==> config.mk <==
export PLATFORM = sky130hd
export DESIGN_NAME = bgmc_phase
export DESIGN_NICKNAME = d
export VERILOG_FILES = /design/src/rtl/core/bg_mosaic_and_layer_compositor_assert.svh /design/src/rtl/core/bgmc_pkg.sv /design/src/rtl/core/bgmc_phase.sv
export SDC_FILE = /design/constraint.sdc
export NUM_CORES = 1
export LEC_CHECK = 0
export BUFFER_PORTS_ARGS = -buffer_cell sky130_fd_sc_hd__buf_2
export CAP_MARGIN = 15
export CORE_MARGIN = 3
export CORE_UTILIZATION = 50
export DETAILED_ROUTE_END_ITERATION = 12
export PLACE_DENSITY = 0.64
export REMOVE_ABC_BUFFERS = 1
export SKIP_LAST_GASP = 1
export SLEW_MARGIN = 10
export SYNTH_ARGS = -nofsm -noshare
export SYNTH_HDL_FRONTEND = slang
export SYNTH_SLANG_ARGS = --single-unit
export TNS_END_PERCENT = 50
==> constraint.sdc <==
create_clock -name i_clk -period 7.4 [get_ports i_clk]
set_input_delay 1.11 -clock i_clk [delete_from_list [all_inputs] [get_ports i_clk]]
set_output_delay 1.11 -clock i_clk [all_outputs]
set_load 0.05 [all_outputs]
==> src/rtl/core/bg_mosaic_and_layer_compositor_assert.svh <==
// Assertion macros for the background mosaic and layer compositor.
// Used by the top level only; the macros need i_clk and i_rst_n in scope.
`ifndef BG_MOSAIC_AND_LAYER_COMPOSITOR_ASSERT_SVH
`define BG_MOSAIC_AND_LAYER_COMPOSITOR_ASSERT_SVH

`ifndef SYNTH
// Same-cycle implication, checked outside reset.
`define BGMC_ASSERT_IMP(label, ante, cons) \
    label: assert property (@(posedge i_clk) disable iff (!i_rst_n) (ante) |-> (cons)) \
        else $error("assertion failed: ante |-> cons");
// Next-cycle implication, checked outside reset.
`define BGMC_ASSERT_NEXT(label, ante, cons) \
    label: assert property (@(posedge i_clk) disable iff (!i_rst_n) (ante) |=> (cons)) \
        else $error("assertion failed: ante |=> cons");
`else
`define BGMC_ASSERT_IMP(label, ante, cons)
`define BGMC_ASSERT_NEXT(label, ante, cons)
`endif

`endif

==> src/rtl/core/bgmc_pkg.sv <==
// Shared types and constants for the background mosaic and layer compositor.
// No dependencies; every module in rtl/core imports it.
`timescale 1ns / 1ps

package bgmc_pkg;

    // Default geometry
    localparam int BGMC_LINE_WIDTH   = 240;
    localparam int BGMC_LAYER_COUNT  = 4;
    localparam int BGMC_MAX_LAYERS   = 4;
    localparam int BGMC_SPRITE_PRIOS = 4;

    // Color with bit 15 set is transparent
    typedef logic [15:0] t_color;
    localparam t_color COLOR_CLEAR = 16'h8000;

    // ceil(2^16 / m) for block size m = 1..16; exact floor division for 8-bit values
    localparam int RECIP_SHIFT = 16;
    localparam logic [16:0] MOS_RECIP [16] = '{
        17'd65536, 17'd32768, 17'd21846, 17'd16384,
        17'd13108, 17'd10923, 17'd9363,  17'd8192,
        17'd7282,  17'd6554,  17'd5958,  17'd5462,
        17'd5042,  17'd4682,  17'd4370,  17'd4096
    };

    // Configuration register indexes
    typedef enum logic [2:0] {
        CFG_LAYER_ENABLE = 3'd0,
        CFG_LAYER_PRIO   = 3'd1,
        CFG_SPRITES_ON   = 3'd2,
        CFG_BACKDROP     = 3'd3,
        CFG_MOSAIC_W     = 3'd4,
        CFG_MOSAIC_H     = 3'd5,
        CFG_LAYER_MOSAIC = 3'd6
    } t_cfg_idx;

    // Per-pixel control handed to every layer lane
    typedef struct packed {
        logic adv;       // pixel in the mosaic stage leaves this cycle
        logic v_sample;  // line is a vertical mosaic sample
        logic h_sample;  // column is a horizontal mosaic sample
        logic in_line;   // column lies inside the line store
        logic clr;       // line store clearing pass running
    } t_lane_ctl;

endpackage

==> src/rtl/core/bgmc_phase.sv <==
// Mosaic phase unit: tells whether an 8-bit value is a multiple of the block size.
// Reciprocal multiply, register, back-multiply and compare. Depends on bgmc_pkg.
`timescale 1ns / 1ps

module bgmc_phase import bgmc_pkg::*; (
    input  logic       i_clk,
    input  logic       i_adv,
    input  logic [7:0] i_value,
    input  logic [3:0] i_size_m1,
    output logic       o_zero
);

    logic [24:0] prod;
    logic [7:0]  r_value;
    logic [7:0]  r_quot;
    logic [12:0] back;

    // Quotient by reciprocal multiply
    assign prod = 25'(i_value) * 25'(MOS_RECIP[i_size_m1]);

    // Hold value and quotient for the next stage
    always_ff @(posedge i_clk) begin
        if (i_adv) begin
            r_value <= i_value;
            r_quot  <= prod[RECIP_SHIFT+7:RECIP_SHIFT];
        end
    end

    // Remainder is zero when quotient times size gives the value back
    assign back   = 13'(r_quot) * 13'({1'b0, i_size_m1} + 5'd1);
    assign o_zero = (back == 13'(r_value));

endmodule

==> results.tsv <==
metric	value	unit
status	finished clean	
hold_buffers	0	
core	11700	um^2
tightest_slew	0.821	ns
htreeDepth	1	
timing.final.crit_period	6.87	ns
cp.required	6.29	ns
drive_gt1_frac	0.0458	
synth_warnings	0	
min_path_type	in2reg	
dieHeight	116	um
cts_resized	0	
nFillCells	1059	
hpwlAfterDp	11500	um
peakVddDrop	172	uV
fp-row-count	39	
die_w	116	um
synth_edf_count	16	
finalHoldViolations	0	
clock_sinks	16	
wirelength	14100	um
endpoint	o_zero	
route.detailed.drc	0	
final-max-slew-violation-count	0	
start_util	0.522	
maxCapViolCount	0	
drt_first_iter_violations	248	
synth-seq-cells	16	
cts_tree	done	
setup_tns	0	ns
grt-ovfl-total	0	
dr.pass1.iters	4	
power_leakage	3.31	nW
avgSynthCellArea	9.07	um^2
vias	4667	
placed_cell_area	6310	um^2
ios	15	
antenna_left	0	
relSlewSlack	0.449	
worstPathMaxFanout	14	
synth_area	6090	um^2
synthDistinctLibCells	55	
setup.worst_path.class	in2out	
crit_path_start	i_size_m1[2]	
synth.area.top_cells	fa_1 (35%), ha_1 (14%), and2_1 (9.4%), edfxtp_1 (7.9%), inv_1 (7.0%)	
cp_data_arrival_time	5.76	ns
place.gp.congestion	0.907	
synth_common_cells	inv_1 (113), fa_1 (106), and2_1 (91)	
dieArea	13500	um^2
synth_ff_type	edfxtp_1	
root_buffer	clkbuf_16	
yosysSeqAreaShare	0.0789	
io_buffers	14	
rsz0062_at_grt	false	
yosysMostFrequentCell	inv_1	
setup_viol	0	
n_antenna_cell	0	
cts_setup_buffers	0	
clockBufferDepth	2	
synth_top_area_frac	0.349	
antenna_found_initial	0	
end_kind	primary output	
cp-start-kind	primary input	
synth_top_area_cell	fa_1	
grtUsageTotal	0.225	
nets	867	
postSynthCellCount	671	
clk_pin_slew	0.05	ns
power.density	240	nW/um^2
first_global_vias	4852	
post-route-period-util	0.928	
grt_max_degree	23	
max_clock_freq	146	MHz
final_area	6390	um^2
synthArstFlopShare	0	
grt_pass1_wl	24100	um
numCtsBuffers	3	
detail_route.vias_per_cell	5.69	
synthToLayoutAreaGrowth	4.95	%
wl_per_cell	17.1	um
-- worst max-delay path, cell delays in order --
cell and delay [ns]:
buf_2 0.23, nand3_1 0.13, xnor2_1 0.49, nand2_1 0.17, fa_1 0.53, inv_1 0.06
fa_1 0.50, fa_1 0.50, ha_1 0.34, a21oi_1 0.21, o21ai_1 0.12, a2111oi_0 0.43
nor3_1 0.13, xor2_1 0.16, nor4_1 0.32, buf_2 0.33
-- report_power, final --
group / switching [W] / internal (W)
Clock: 0.0000334 / 0.0000716
Combinational: 0.000731 / 0.000545
Sequential: 0.0000213 / 0.000131
-- per-layer routing --
layer / GRT usage / vias up / wire length, um
li1: - / 2171 / -
met1: 0.322 / 2348 / 6190
met2: 0.382 / 130 / 7050
met3: 0.0176 / 18 / 584
met4: 0.0379 / 0 / 237
met5: 0 / - / 0
-- stage by stage --
step           utilization  std cells  hold WS [ns]  setup WS, ns  total power (W)
2_1_floorplan            -        653          1.21         0.224          0.00113
3_3_place_gp         0.541        816          1.55         0.519          0.00140
3_5_place_dp         0.541        816          1.54         0.387          0.00142
4_1_cts              0.548        820          1.29         0.562          0.00154
5_1_grt              0.548        820          1.30         0.128          0.00172
6_report             0.548        820          1.30         0.534          0.00153
-- sequential cells by signal (all words and copies together) (netlist names) --
signal / cells
r_value: 8
r_quot: 8
-- cells by family after synthesis --
group	synth area share
adders and majority gates	0.491
muxes	0.00514
and+or+nand+nor	0.220
xor gates and xnor gates	0.0360
buffers and inverters	0.0814
DFF	0.0789
AOI/OAI and AO/OA	0.0876
-- final cells by class --
type,count,area (um^2),share of cell area
clock buffer,3,75.1,0.0118
clock inverter,1,3.75,0.000588
inverter,113,424,0.0664
multi-input combinational,524,5110,0.800
sequential,16,480,0.0752
tap,143,179,0.0280
timing repair buffer,20,115,0.0180
-- cell usage in the layout, fill, tap and decap left out, types with 10 or more instances in the layout --
master / count
and3_1: 27
fa_1: 106
xnor2_1: 21
edfxtp_1: 16
and2_1: 91
buf_2: 14
nand2_1: 62
nand3_1: 12
a21oi_1: 24
inv_1: 113
ha_1: 69
a21o_1: 10
nor2b_1: 18
nor2_1: 12
-- worst min-delay path by stage --
stage	endpoint	cells past startpoint	slack (ns)	start
2_1_floorplan	r_value[0]	0	1.21	i_value[0]
3_3_place_gp	r_value[6]	1	1.55	i_value[6]
3_5_place_dp	r_value[7]	1	1.54	i_value[7]
4_1_cts	r_value[7]	1	1.29	i_value[7]
5_1_grt	r_value[7]	1	1.30	i_value[7]
6_report	r_value[6]	1	1.30	i_value[6]
Note: power is estimated with default switching activity, not from simulation.
