File: src/rtl/core/bg_mosaic_and_layer_compositor_assert.svh
// Assertion macros for the background mosaic and layer compositor.
// Used by the top level only; the macros need i_clk and i_rst_n in scope.
`ifndef BG_MOSAIC_AND_LAYER_COMPOSITOR_ASSERT_SVH
`define BG_MOSAIC_AND_LAYER_COMPOSITOR_ASSERT_SVH

`ifndef SYNTH
// Same-cycle implication, checked outside reset.
`define BGMC_ASSERT_IMP(label, ante, cons) \
    label: assert property (@(posedge i_clk) disable iff (!i_rst_n) (ante) |-> (cons)) \
        else $error("assertion failed: ante |-> cons");
// Next-cycle implication, checked outside reset.
`define BGMC_ASSERT_NEXT(label, ante, cons) \
    label: assert property (@(posedge i_clk) disable iff (!i_rst_n) (ante) |=> (cons)) \
        else $error("assertion failed: ante |=> cons");
`else
`define BGMC_ASSERT_IMP(label, ante, cons)
`define BGMC_ASSERT_NEXT(label, ante, cons)
`endif

`endif

File: src/rtl/core/bgmc_pkg.sv
// Shared types and constants for the background mosaic and layer compositor.
// No dependencies; every module in rtl/core imports it.
`timescale 1ns / 1ps

package bgmc_pkg;

    // Default geometry
    localparam int BGMC_LINE_WIDTH   = 240;
    localparam int BGMC_LAYER_COUNT  = 4;
    localparam int BGMC_MAX_LAYERS   = 4;
    localparam int BGMC_SPRITE_PRIOS = 4;

    // Color with bit 15 set is transparent
    typedef logic [15:0] t_color;
    localparam t_color COLOR_CLEAR = 16'h8000;

    // ceil(2^16 / m) for block size m = 1..16; exact floor division for 8-bit values
    localparam int RECIP_SHIFT = 16;
    localparam logic [16:0] MOS_RECIP [16] = '{
        17'd65536, 17'd32768, 17'd21846, 17'd16384,
        17'd13108, 17'd10923, 17'd9363,  17'd8192,
        17'd7282,  17'd6554,  17'd5958,  17'd5462,
        17'd5042,  17'd4682,  17'd4370,  17'd4096
    };

    // Configuration register indexes
    typedef enum logic [2:0] {
        CFG_LAYER_ENABLE = 3'd0,
        CFG_LAYER_PRIO   = 3'd1,
        CFG_SPRITES_ON   = 3'd2,
        CFG_BACKDROP     = 3'd3,
        CFG_MOSAIC_W     = 3'd4,
        CFG_MOSAIC_H     = 3'd5,
        CFG_LAYER_MOSAIC = 3'd6
    } t_cfg_idx;

    // Per-pixel control handed to every layer lane
    typedef struct packed {
        logic adv;       // pixel in the mosaic stage leaves this cycle
        logic v_sample;  // line is a vertical mosaic sample
        logic h_sample;  // column is a horizontal mosaic sample
        logic in_line;   // column lies inside the line store
        logic clr;       // line store clearing pass running
    } t_lane_ctl;

endpackage

File: src/rtl/core/bgmc_merge.sv
// Priority merge of the layer lanes and sprite colors into one screen color.
// Registers the result; depends on bgmc_pkg.
`timescale 1ns / 1ps

module bgmc_merge import bgmc_pkg::*; (
    input  logic        i_clk,
    input  logic        i_load,
    input  t_color      i_layer_color  [BGMC_MAX_LAYERS],
    input  t_color      i_sprite_color [BGMC_SPRITE_PRIOS],
    input  logic [3:0]  i_layer_enable,
    input  logic [7:0]  i_layer_prio,
    input  logic        i_sprites_on,
    input  logic [14:0] i_backdrop,
    output logic [14:0] o_color
);

    logic [14:0] pick;

    // Walk from the lowest rank up so the best candidate is written last
    always_comb begin
        pick = i_backdrop;
        for (int p = BGMC_SPRITE_PRIOS - 1; p >= 0; p--) begin
            for (int n = BGMC_MAX_LAYERS - 1; n >= 0; n--) begin
                if (i_layer_enable[n] && (i_layer_prio[2*n +: 2] == 2'(p)) &&
                    !i_layer_color[n][15]) begin
                    pick = i_layer_color[n][14:0];
                end
            end
            if (i_sprites_on && !i_sprite_color[p][15]) begin
                pick = i_sprite_color[p][14:0];
            end
        end
    end

    // Hold the result for the output side
    always_ff @(posedge i_clk) begin
        if (i_load) begin
            o_color <= pick;
        end
    end

endmodule

File: config.mk
export PLATFORM = sky130hd
export DESIGN_NAME = bgmc_merge
export DESIGN_NICKNAME = d
export VERILOG_FILES = /design/src/rtl/core/bg_mosaic_and_layer_compositor_assert.svh /design/src/rtl/core/bgmc_pkg.sv /design/src/rtl/core/bgmc_merge.sv
export SDC_FILE = /design/constraint.sdc
export NUM_CORES = 1
export LEC_CHECK = 0
export ABC_AREA = 0
export CAP_MARGIN = 20
export CORE_MARGIN = 1.5
export CORE_UTILIZATION = 35
export DETAILED_ROUTE_END_ITERATION = 8
export DONT_BUFFER_PORTS = 1
export SLEW_MARGIN = 20
export SYNTH_ARGS = -nofsm -noshare
export SYNTH_HDL_FRONTEND = slang
export SYNTH_SLANG_ARGS = --single-unit
File: constraint.sdc
create_clock -name i_clk -period 1.84 [get_ports i_clk]
set_clock_uncertainty 0.2 [all_clocks]
set_input_delay 0.092 -clock i_clk [delete_from_list [all_inputs] [get_ports i_clk]]
set_output_delay 0.092 -clock i_clk [all_outputs]
set_load 0.01 [all_outputs]
==> out/metrics.yaml <==
run:
  drv_cap: 0
worst_hold_path:
  hold_path_class: "in -> reg"
setup_path:
  crit_path_frequent_cell: "buf_4"
  crit_arrival_ps: 1570
  start_kind: "primary input"
  cp.required_ps: 1630
  max_stage_delay_ps: 320
  critPathMaxFanout: 8
  cp_slowest_cell: "and4bb_4"
  path_cells: "and4bb_4, buf_4, nor2_4, nand3_1, buf_4, o211ai_1, nor3_1, o21ai_1"
  path_class: "in -> reg"
  cp-end-kind: "flip-flop"
sta:
  finalCritPeriodShare_pct: 96.4
  timing.fmax_ghz: 0.564
  setup_viol: 0
  slew_viol_final: 0
  whs_ps: -1.97
  tightest_slew_ps: 819
  final_hold_viol_count: 1
  period_minus_slack_ps: 1770
  relSlewSlack_pct: 45.2
  rsz0062_at_grt: "no"
cells_and_area:
  ff_latch_area_um2: 450
  drive_gt1_share_pct: 22.0
  final_util_pct: 45.1
  top_regs: "o_color: 15 flops"
  num_antenna_cells: 0
  largest_register_ffs: 15
  largest_register: "o_color"
  final_nets: 701
  area_delta_synth_final_pct: 25.2
  multi_input_area_um2: 2800
  final_cell_area_um2: 4390
  nFillCells: 1022
pwr:
  leakagePower_nw: 1.59
  switchingPower_w: 0.000623
  swShare_pct: 38.4
  sequentialPowerShare_pct: 30.3
  vdd_drop_max_uv: 254
  power_density_nw_per_um2: 370
  p_clk_share_pct: 17.9
  p_comb_share_pct: 51.8
  total_power_w: 0.00162
  internal-power_w: 0.00100
placed_design:
  numPortBuffers: 0
  place_area_um2: 4020
  dp_hpwl_um: 14300
  place.gp.congestion: 1.11
cts:
  postCtsSetupBuffers: 0
  clockBufferDepth: 2
  clkTransAtPathRegs_ps: 70
  root_buffer: "clkbuf_8"
  cts_max_level: 1
  cts_buffers: 3
  cts_tree: "yes"
  cts.sinks: 15
outcome:
  outcome: "complete, but fails checks"
  violations: "hold timing"
drt:
  vias: 4700
  drt-total-wl_um: 18100
  drt_iter0_drc: 569
  vias_per_cell: 6.96
  ant_nets: 0
  drc_errors: 0
  wl_per_cell_um: 26.9
  drt_first_pass_iters: 6
synthesis:
  synthArstFlopShare_pct: 0
  syn_inst: 477
  ys.warnings.count: 0
  yosysTopAreaCell: "edfxtp_1"
  synth-edff-count: 15
  ys_seq_area_share_pct: 12.9
  ys.flop_type: "edfxtp_1"
  syn_avg_cell_area_um2: 7.35
  synthesis.nets: 635
  synth_top_area_share_pct: 12.9
  synth_seq_cells: 15
  ys_types: 53
  syn_area_um2: 3500
  netlist_top_cells_area: "edfxtp_1, a221oi_1, o221ai_1"
grt:
  use_met2_pct: 49.0
  grt_util_met1_pct: 46.6
  busiest_layer: "met2"
  gr-total-overflow: 0
  grt_pass1_wl_um: 26500
  grt_usage_pct: 33.2
  grt_max_degree: 21
  antenna_found_initial: 0
  grt_util_met3_pct: 9.69
  grt_pass1_vias: 4472
floorplan:
  die_h_um: 103
  core_region_area_um2: 9730
  ios: 173
  start_util_pct: 36.0
  rows: 36
  die_w_um: 103
  die-area_um2: 10600
==> power by group through the flow <==
stage               combinational (W)  clock, W  sequential [W]
floorplan                    0.000513         0        0.000488
global placement             0.000744         0        0.000500
global route                 0.000903  0.000302        0.000502
finish                       0.000841  0.000291        0.000492
detailed placement           0.000746         0        0.000501
CTS                          0.000808  0.000289        0.000493
==> synthesized netlist by cell type, types with 14 or more instances <==
library cell / n
o21ai_0: 25
a22oi_1: 31
inv_1: 17
buf_2: 17
o21ai_1: 20
a221oi_1: 28
o211ai_1: 30
nand2_1: 19
edfxtp_1: 15
a21oi_1: 16
nor2_1: 59
and3_1: 14
o221ai_1: 28
a211oi_1: 14
nor3_1: 30
clkbuf_1: 15
o22ai_1: 29
==> final timing paths <==
| path | startpoint | endpoint | slack, ps | cells after the start |
|---|---|---|---|---|
| max | i_layer_prio[1] | o_color[8] | 70 | 8 |
| min | i_layer_color[20] | o_color[4] | -2 | 4 |
==> cells in the final DEF (no fill, tap or decap), drive strengths merged, types with 15 or more instances in the layout <==
master	Yosys	routed
nor3	30	30
o22ai	29	29
o211ai	30	30
inv	17	17
buf	25	73
a221oi	29	29
a21oi	16	16
nand2	19	19
o21ai	45	45
a22oi	31	31
dlygate4sd3	0	29
nor2	63	63
edfxtp	15	15
a211oi	16	16
o221ai	28	28
==> worst max-delay path, delay by kind of cell <==
family	cells	cell delay, ps
buffers and inverters	2	370
AO/OA/AOI/OAI	2	270
AND/OR/NAND/NOR	4	840
==> through the flow <==
step | worst slack (ps) | TNS, ps | std cells
final | 65.9 | 0 | 675
after detailed placement | -159 | -1280 | 642
after CTS | 115 | 0 | 675
after global routing | 5.22 | 0 | 675
after floorplan | 101 | 0 | 477
after global placement | -151 | -1210 | 642
==> final cells by class <==
class	instances	area share, %
multi-input combinational	404	63.8
timing repair buffer	102	19.7
clock buffer	3	0.941
clock inverter	1	0.114
inverter	17	1.45
tap	133	3.79
sequential	15	10.3
==> per-layer routing <==
layer	share of wire [%]	vias to the layer above	wire length, um
li1	-	2089	-
met1	41	2153	7490
met2	42	392	7660
met3	13	66	2360
met4	3.5	0	642
met5	0	-	0
==> timing repair <==
action,CTS,global route
endpoints found under the setup margin,0,3
gates resized for setup,0,5
hold buffers,29,0
endpoints found under the hold margin,29,0
==> logic make-up after synthesis <==
kind of cell,count (synthesis),share of synthesized area [%]
AO/OA/AOI/OAI,229,46.6
buffers and inverters,58,8.14
flip-flops,15,12.9
multiplexers,14,5.36
AND/OR/NAND/NOR,161,27.1
No activity file was read; power rests on OpenSTA's default activity.
